===== src/hdl/cle_pkg.sv =====
`default_nettype none

package cle_pkg;

  localparam logic [7:0] MaxLenReset = 8'd127;

  // escape tracking
  localparam logic [1:0] MODE_NORMAL = 2'd0;
  localparam logic [1:0] MODE_ESC    = 2'd1;
  localparam logic [1:0] MODE_CSI    = 2'd2;

  // result kinds
  localparam logic [1:0] KIND_ECHO  = 2'd0;
  localparam logic [1:0] KIND_DONE  = 2'd1;
  localparam logic [1:0] KIND_ABORT = 2'd2;

  // special input bytes
  localparam logic [7:0] CH_ETX   = 8'h03;
  localparam logic [7:0] CH_EOT   = 8'h04;
  localparam logic [7:0] CH_BS    = 8'h08;
  localparam logic [7:0] CH_LF    = 8'h0a;
  localparam logic [7:0] CH_CR    = 8'h0d;
  localparam logic [7:0] CH_ESC   = 8'h1b;
  localparam logic [7:0] CH_LBRK  = 8'h5b;
  localparam logic [7:0] CSI_LO   = 8'h40;
  localparam logic [7:0] CSI_HI   = 8'h7e;

  localparam int MaxBeats = 3;

  typedef struct packed {
    logic [1:0] kind;
    logic       echo_valid;
    logic [7:0] echo_byte;
    logic       store_valid;
    logic [7:0] store_index;
    logic [7:0] line_length;
  } result_t;

  // beats caused by one input byte; cnt of zero means nothing to send
  typedef struct packed {
    logic [1:0]                 cnt;
    result_t [MaxBeats-1:0]     res;
  } burst_t;

endpackage

`default_nettype wire


===== src/hdl/cle_decode.sv =====
`default_nettype none

module cle_decode
  import cle_pkg::*;
(
  input  wire logic       clk,
  input  wire logic       rst_n,
  input  wire logic       cfg_we,
  input  wire logic [7:0] cfg_data,
  input  wire logic       take,
  input  wire logic [7:0] rx_byte,
  output burst_t          burst
);

  logic [7:0] max_len_r;
  logic [7:0] cursor_r, cursor_nxt;
  logic [1:0] mode_r, mode_nxt;

  logic [7:0] lim;
  logic [7:0] cur_inc;
  result_t    echo_res;

  always_comb begin
    lim     = (max_len_r == 8'd0) ? 8'd1 : max_len_r;
    cur_inc = (cursor_r == 8'hff) ? 8'hff : cursor_r + 8'd1;

    echo_res = '0;
    echo_res.kind       = KIND_ECHO;
    echo_res.echo_valid = 1'b1;

    burst      = '0;
    cursor_nxt = cursor_r;
    mode_nxt   = mode_r;

    unique case (mode_r)
      MODE_ESC: begin
        mode_nxt = (rx_byte == CH_LBRK) ? MODE_CSI : MODE_NORMAL;
      end
      MODE_CSI: begin
        if (rx_byte >= CSI_LO && rx_byte <= CSI_HI) begin
          mode_nxt = MODE_NORMAL;
        end
      end
      default: begin
        unique case (rx_byte)
          CH_ETX, CH_EOT: begin
            burst.cnt         = 2'd1;
            burst.res[0].kind = KIND_ABORT;
            cursor_nxt        = 8'd0;
          end
          CH_BS: begin
            if (cursor_r != 8'd0) begin
              burst.cnt              = 2'd1;
              burst.res[0]           = echo_res;
              burst.res[0].echo_byte = CH_BS;
              cursor_nxt             = cursor_r - 8'd1;
            end
          end
          CH_LF: begin
            burst.cnt              = 2'd1;
            burst.res[0]           = echo_res;
            burst.res[0].echo_byte = CH_LF;
          end
          CH_CR: begin
            burst.cnt                = 2'd3;
            burst.res[0]             = echo_res;
            burst.res[0].echo_byte   = CH_LF;
            burst.res[1]             = echo_res;
            burst.res[1].echo_byte   = CH_CR;
            burst.res[2].kind        = KIND_DONE;
            burst.res[2].line_length = cursor_r;
            cursor_nxt               = 8'd0;
          end
          CH_ESC: begin
            mode_nxt = MODE_ESC;
          end
          default: begin
            burst.res[0].kind        = KIND_ECHO;
            burst.res[0].echo_valid  = (rx_byte != 8'd0);
            burst.res[0].echo_byte   = rx_byte;
            burst.res[0].store_valid = 1'b1;
            burst.res[0].store_index = cursor_r;
            if (cur_inc >= lim) begin
              burst.cnt                = 2'd2;
              burst.res[1].kind        = KIND_DONE;
              burst.res[1].line_length = cur_inc;
              cursor_nxt               = 8'd0;
            end else begin
              burst.cnt  = 2'd1;
              cursor_nxt = cur_inc;
            end
          end
        endcase
      end
    endcase
  end

  always_ff @(posedge clk) begin
    if (!rst_n) begin
      max_len_r <= MaxLenReset;
      cursor_r  <= 8'd0;
      mode_r    <= MODE_NORMAL;
    end else begin
      if (cfg_we) begin
        max_len_r <= cfg_data;
      end
      if (take) begin
        cursor_r <= cursor_nxt;
        mode_r   <= mode_nxt;
      end
    end
  end

endmodule

`default_nettype wire


===== src/hdl/cle_serial.sv =====
`default_nettype none

module cle_serial
  import cle_pkg::*;
(
  input  wire logic   clk,
  input  wire logic   rst_n,
  input  wire logic   load,
  input  wire burst_t burst,
  output logic        room,
  output logic        out_valid,
  input  wire logic   out_ready,
  output result_t     out_res,
  output logic        out_last
);

  logic       valid_r;
  logic [1:0] cnt_r;
  logic [1:0] idx_r;
  result_t [MaxBeats-1:0] res_r;
  logic       beat_done;

  assign out_valid = valid_r;
  assign out_last  = (idx_r == cnt_r - 2'd1);
  assign out_res   = res_r[idx_r];
  assign beat_done = valid_r & out_ready;
  // free when empty, or once the final beat of the held burst leaves
  assign room      = !valid_r || (out_ready && out_last);

  always_ff @(posedge clk) begin
    if (!rst_n) begin
      valid_r <= 1'b0;
      cnt_r   <= 2'd0;
      idx_r   <= 2'd0;
    end else begin
      if (beat_done) begin
        idx_r <= idx_r + 2'd1;
        if (out_last) begin
          valid_r <= 1'b0;
        end
      end
      if (load) begin
        valid_r <= 1'b1;
        cnt_r   <= burst.cnt;
        idx_r   <= 2'd0;
      end
    end
  end

  always_ff @(posedge clk) begin
    if (load) begin
      res_r <= burst.res;
    end
  end

endmodule

`default_nettype wire


===== src/hdl/console_line_editor.sv =====
// Console line editor: one received terminal byte per input beat.
// Input channel in_*: in_tdata[7:0] is the received byte.
// Result channel out_*: one beat per echo/store action, line completion or
// abort; out_tuser is the kind, out_tlast marks the final beat of a byte.
// Configuration channel cfg_*: cfg_data is the maximum line length; it is
// always ready and a write takes effect on the next cycle.
// A byte's first result beat appears in the cycle after its acceptance.
// Throughput: one byte per cycle while out_tready is high; a byte with two or
// three result beats holds in_tready low until its last beat is about to
// leave, so the single result register, one beat per cycle, sets the rate.
// Bytes with no result (escape sequences, backspace at column 0) load no beat.
// Reset: cursor 0, escape tracking normal, maximum length 127, no beat held.
// Stall: a stalled result beat holds its value; in_tready falls until the
// held burst's final beat is taken.
`default_nettype none

module console_line_editor
  import cle_pkg::*;
(
  input  wire logic        clk,
  input  wire logic        rst_n,
  input  wire logic        in_tvalid,
  output logic             in_tready,
  input  wire logic [7:0]  in_tdata,   // [7:0] rx_byte
  output logic             out_tvalid,
  input  wire logic        out_tready,
  output logic [31:0]      out_tdata,  // [0] echo_valid, [8:1] echo_byte,
                                       // [9] store_valid, [17:10] store_index,
                                       // [25:18] line_length, [31:26] zero
  output logic [1:0]       out_tuser,  // [1:0] kind
  output logic             out_tlast,
  input  wire logic        cfg_valid,
  output logic             cfg_ready,
  input  wire logic [7:0]  cfg_data
);

  burst_t  burst;
  result_t res;
  logic    room;
  logic    take;

  assign cfg_ready = 1'b1;
  assign in_tready = room;
  assign take      = in_tvalid & room;

  cle_decode u_decode (
    .clk      (clk),
    .rst_n    (rst_n),
    .cfg_we   (cfg_valid),
    .cfg_data (cfg_data),
    .take     (take),
    .rx_byte  (in_tdata),
    .burst    (burst)
  );

  cle_serial u_serial (
    .clk       (clk),
    .rst_n     (rst_n),
    .load      (take && burst.cnt != 2'd0),
    .burst     (burst),
    .room      (room),
    .out_valid (out_tvalid),
    .out_ready (out_tready),
    .out_res   (res),
    .out_last  (out_tlast)
  );

  assign out_tuser = res.kind;
  assign out_tdata = {6'd0, res.line_length, res.store_index, res.store_valid,
                      res.echo_byte, res.echo_valid};

endmodule

`default_nettype wire


===== config.mk =====
export PLATFORM = sky130hd
export DESIGN_NAME = console_line_editor
export DESIGN_NICKNAME = d
export VERILOG_FILES = /design/src/hdl/cle_pkg.sv /design/src/hdl/cle_decode.sv /design/src/hdl/cle_serial.sv /design/src/hdl/console_line_editor.sv
export SDC_FILE = /design/constraint.sdc
export NUM_CORES = 1
export LEC_CHECK = 0
export BUFFER_PORTS_ARGS = -buffer_cell sky130_fd_sc_hd__buf_2
export CAP_MARGIN = 0
export CELL_PAD_IN_SITES_DETAIL_PLACEMENT = 0
export CELL_PAD_IN_SITES_GLOBAL_PLACEMENT = 2
export CORE_ASPECT_RATIO = 0.7
export CORE_MARGIN = 1.5
export CORE_UTILIZATION = 36
export CTS_BUF_LIST = sky130_fd_sc_hd__clkbuf_8
export DETAILED_ROUTE_END_ITERATION = 7
export GPL_TIMING_DRIVEN = 0
export PLACE_DENSITY = 0.88
export SYNTH_ARGS = -nofsm -noshare
export SYNTH_HDL_FRONTEND = slang
export SYNTH_SLANG_ARGS = --single-unit

===== constraint.sdc =====
create_clock -name clk -period 4.2 [get_ports clk]
set_clock_uncertainty 0.2 [all_clocks]
set_input_delay 1.26 -clock clk [delete_from_list [all_inputs] [get_ports clk]]
set_output_delay 1.26 -clock clk [all_outputs]
set_load 0.1 [all_outputs]

## Word level (Yosys, flattened, before mapping)

Index checks and enable logic that the tools add are counted.

| operators by class | value |
|---|---|
| add/subtract/negate cells | 4 |
| $mul | 0 |
| divide/modulo/power cells | 0 |
| $lt $le $gt $ge | 4 |
| eq/ne operators | 13 |
| shift operators | 0 |
| muxes and demuxes | 24 |
| bitwise operators | 8 |
| reductions and logical operators | 27 |

Operator list:

| cell | number |
|---|---|
| 28-bit binary-select mux with 2-bit select | 1 |
| 18-bit one-hot mux with 3 select lines | 1 |
| 8-bit 2-to-1 mux | 4 |
| 28-bit 2-to-1 mux | 1 |
| 26-bit 2-to-1 mux | 1 |
| 8-bit by 4-bit == test with 1-bit output (second input constant) | 3 |
| 8-bit one-hot mux with 3 select lines | 1 |
| 18-bit 2-to-1 mux | 1 |
| 8-bit nonzero test | 2 |
| 3-bit OR reduction | 5 |
| 2-bit OR reduction | 5 |
| 9-bit OR reduction | 1 |
| 8-bit by 1-bit adder with 8-bit output (second input constant) | 1 |
| 8-bit by 2-bit == test with 1-bit output (second input constant) | 1 |
| 8-bit by 3-bit == test with 1-bit output (second input constant) | 1 |
| 8-bit by 5-bit == test with 1-bit output (second input constant) | 1 |
| 8-bit by 7-bit == test with 1-bit output (second input constant) | 1 |
| 8-bit == test (second input constant) | 1 |
| 8-bit by 7-bit greater-or-equal comparator with 1-bit output (second input constant) | 1 |
| 8-bit greater-or-equal comparator | 1 |
| 8-bit by 7-bit less-or-equal comparator with 1-bit output (second input constant) | 1 |
| 8-bit logical NOT | 1 |
| 2-bit 2-to-1 mux | 4 |
| 2-bit one-hot mux with 2 select lines | 2 |
| other kinds (22) | 38 |

| storage, ports and cells | value |
|---|---|
| register bits | 89 |
| bits in latches | 0 |
| memory bits (writable) | 0 |
| ROM bits | 0 |
| bits of input ports | 21 |
| output and inout bits | 38 |
| logic and storage cells | 100 |
| memories | 0 |

## Longest topological paths before layout

| logic depth | value |
|---|---|
| word-level depth | 10 |
| gate-level depth with buffers | 14 |
| depth with buffers taken out | 12 |

## Modules after synthesis

From an unflattened synthesis, not the netlist that was laid out.

| second synthesis, totals | value |
|---|---|
| cell total of the unflattened synthesis | 519 |
| area total of the unflattened synthesis | 5683.0 um^2 |

By module, submodules not included:

| module | times used | cells an instance | area an instance (um^2) | seq. area each (um^2) |
|---|---|---|---|---|
| cle_serial | 1 | 203 | 3358.2 | 2622.5 |
| cle_decode | 1 | 305 | 2248.4 | 360.3 |
| console_line_editor | 1 | 11 | 76.3 | 0.0 |

## Worst setup path after synthesis

Ideal clock, no wire load.

| path | value |
|---|---|
| path type | register to output |
| start | register u_serial.idx_r[0] |
| end | output out_tlast |
| data arrival time | 2.777 ns |
| data required time | 2.740 ns |
| path slack | -0.037 ns |
| cell stages (with the launch flop) | 4 |
| buffers on the path | 1 |
| cell sequence | dfxtp_1 > clkbuf_1 > nand2b_1 > o21ai_0 |

| on the way | value |
|---|---|
| longest elaborated chain between the ends | 1 |

RTL lines:

| item | line | RTL |
|---|---|---|
| start: declaration | cle_serial.sv:19 | `logic [1:0] idx_r;` |
| start signal: assignment | cle_serial.sv:37 | `idx_r <= idx_r + 2'd1;` |
| 2-bit == test | cle_serial.sv:24 | `assign out_last = (idx_r == cnt_r - 2'd1);` |
| end: declaration | console_line_editor.sv:31 | `output logic out_tlast,` |

Every way passes these cells.

## Final worst setup path

| path | value |
|---|---|
| start | register u_decode.cursor_r[2] |
| end | register u_serial.res_r[29] (netlist bit), data pin |

| on the way | value |
|---|---|
| longest elaborated chain between the ends | 5 |
| elaborated cells between the ends (all ways) | 6 |
| those cells by class | add/sub (1); order compare (1); eq/ne (1); mux (1); bitwise (1); reduce/logical (1) |

RTL lines:

| item | line | RTL |
|---|---|---|
| start: declaration | cle_decode.sv:16 | `logic [7:0] cursor_r, cursor_nxt;` |
| start signal: assignment | cle_decode.sv:108 | `cursor_r <= cursor_nxt;` |
| 8-bit by 1-bit adder with 8-bit output or 8-bit == test (tied branches) | cle_decode.sv:25 | `cur_inc = (cursor_r == 8'hff) ? 8'hff : cursor_r + 8'd1;` |
| 8-bit 2-to-1 mux (*) | cle_decode.sv:25 |  |
| net u_decode.cur_inc[7] | cle_decode.sv:20 | `logic [7:0] cur_inc;` |
| 8-bit greater-or-equal comparator (*) | cle_decode.sv:83 | `if (cur_inc >= lim) begin` |
| 1-bit inverter (no source line) (*) | -- |  |
| 9-bit OR reduction (no source line) (*) | -- |  |
| end signal: assignment | cle_serial.sv:52 | `res_r <= burst.res;` |
| end: declaration | cle_serial.sv:20 | `result_t [MaxBeats-1:0] res_r;` |

Mark *: on every way through the listed nets, which the timed path passes. The rest lies on a longest branch.
A chain may end at the register's enable or synchronous reset.

==> reports/qor.yml <==
synth.avg_cell_area_sq_um: 9.33
fp-row-count: 30
yosys_most_used_dff: "edfxtp_1"
peakVddDrop_mv: 0.111
yosysTopAreaCellShare: 0.314
yosysMostFrequentCell: "edfxtp_1"
overflow: 0
synth-edff-count: 37
clock_path_buffers: 2
area_growth_pct: 16.2
synth_top_cell_by_area: "edfxtp_1"
grtUsageMet3: 0.0419
globalRouteMet2Util: 0.250
antenna-diode-count: 0
crit_path_end_kind: "register"
dp_hpwl_um: 6490
nets: 474
ys_seq_area_frac: 0.444
power.density_nw_per_um2: 366
grt_max_degree: 41
drt-pass1-iter-count: 5
min_path_type: "reg -> reg"
p_total_mw: 1.51
core_sq_um: 9610
synthTopCellsByArea: "edfxtp_1, dfxtp_1, ha_1"
syn_inst: 379
min_from: "u_decode.mode_r[1]"
dr_total_vias: 2903
final_max_slew_viol_count: 0
drive_gt1_frac: 0.196
route.detailed.drc: 0
start_util: 0.368
grt_pass1_wl_um: 13800
fin_hold_ws_ns: 0.291
wl_per_cell_um: 15.1
grtUsageTotal: 0.174
drtIter0Drc: 286
critPathKind: "reg -> reg"
dp.cells: 558
hold_buffers: 0
n_fill_cell: 993
hold_violations: 0
worst_pin_slew_ns: 0.888
top_usage_layer: "met1"
synth_cell_types: 57
die_area_sq_um: 10400
ant_nets: 0
cts_sinks: 60
cp.arrival_ns: 3.77
die_h_um: 85.9
worst_setup_hold_path_clk_slew_ns: 0.07
ys_top_cells_by_count: "edfxtp_1, nand2_1, dfxtp_1, inv_1"
portBuffers: 46
gp_congestion: 0.788
vias_per_cell: 5.07
wl_um: 8660
cts_tree: "done"
io_pins: 59
fin_cells: 573
rsz0062_at_grt: "no"
synth-async-reset-ratio: 0
outcome: "finished, final reports clean"
synth_seq_cells: 60
die_w_um: 121
numCtsBuffers: 9
path_max_fanout: 10
syn_area_sq_um: 3540
period_share: 0.928
leakagePower_nw: 1.78
htree_levels: 3
cts_resized: 0
worstPathRequired_ns: 4.07
clockRootBuffer: "clkbuf_8"
critPathLaunchType: "register"
min_period_ns: 3.90
insertion_delay_ns: 0.34
max_clock_freq_mhz: 257
setup_violations: 0
met1_usage: 0.258
startpoint: "u_decode.cursor_r[2]"
relSlewSlack: 0.408
antenna_found_initial: 0
cap_violations: 0
r2r-start: "u_decode.cursor_r[2]"
grt_pass1_vias: 2688
yosysWarnings: 0
[flip-flops by register name, summed over array words and instances, names as in the netlist]
| signal | count |
|---|---|
| u_decode.cursor_r | 8 |
| u_serial.res_r | 37 |
| u_serial.out_valid | 1 |
| u_serial.idx_r | 2 |
| u_decode.max_len_r | 8 |
| u_serial.cnt_r | 2 |
| u_decode.mode_r | 2 |
[cell type report]
type	count	area, sq um	share of cell area
plain buffers	34	169	0.0411
clock inverters	7	42.5	0.0104
inverters	23	86.3	0.0210
multi-input cells	266	1730	0.420
flip-flops and latches	60	1570	0.382
clock buffers	9	124	0.0301
repair buffers	46	230	0.0560
well taps	128	160	0.0390
[worst max-delay path: stages (launching register included)]
cell and delay [ns]:
dfxtp_1 0.33, clkbuf_1 0.40, and4_1 0.34, nand4_1 0.13, mux2i_1 0.33, inv_1 0.09, ha_1 0.33, a41oi_1 0.19
o21ai_0 0.27, o21ai_0 0.41, nand2b_1 0.15, clkbuf_1 0.32, nor2_1 0.11
[power by group]
group / leakage [nW] / internal, mW / total, mW / switching [mW]
Sequential: 0.549 / 0.663 / 0.680 / 0.0179
Clock: 0.0828 / 0.210 / 0.447 / 0.237
Combinational: 1.15 / 0.0864 / 0.378 / 0.291
Total: 1.78 / 0.959 / 1.51 / 0.547
[kinds of logic (layout without fill, tap and decap cells)]
family / after synthesis / after routing / synth area share
other cells: 2 / 7 / 0.00212
xor+xnor: 7 / 7 / 0.0173
flops: 60 / 60 / 0.444
compound gates: 79 / 79 / 0.157
simple gates: 153 / 153 / 0.239
buf+inv: 58 / 119 / 0.0732
mux: 7 / 7 / 0.0205
fa+ha+maj: 13 / 13 / 0.0460
[routing by layer]
metal  vias up  part of all wire
li1       1473                 -
met2        80              0.42
met3         2             0.057
met4         0            0.0046
met1      1348              0.52
met5         -                 0
[final timing paths]
check                             to  slack, ns  depth (start not counted)
setup / recovery  u_serial.res_r[29]       0.30                         12
hold / removal    u_decode.mode_r[1]       0.29                          2
hold reg to reg   u_decode.mode_r[1]       0.29                          2
setup reg to reg  u_serial.res_r[29]       0.30                         12
[cell usage in the layout (no fill, tap or decap), types with 10 or more instances in the layout]
master     n
nand3_1   13
nand2b_1  10
and2_1    22
edfxtp_1  37
ha_1      13
nor2_1    22
o21ai_0   18
and3_1    21
inv_1     23
buf_2     51
nand2_1   27
a21oi_1   14
clkbuf_1  20
dfxtp_1   23
[through the flow]
| stage | utilization | setup slack, ns | cell area (sq um) | TNS [ns] |
|---|---|---|---|---|
| finish | 0.428 | 0.302 | 4110 | 0 |
| global route | 0.428 | 0.0117 | 4110 | 0 |
| CTS | 0.428 | 0.322 | 4110 | 0 |
| detailed placement | 0.411 | 0.00371 | 3950 | 0 |
| global placement | 0.411 | -0.537 | 3950 | -15.83 |
| floorplan | - | 0.222 | 3550 | 0 |
[what timing repair did]
item                       in CTS  in global routing
setup endpoints to repair       0                  4
hold endpoints to repair        0                  0
setup buffers                   0                  0
Note: power is estimated with default switching activity, not from simulation.
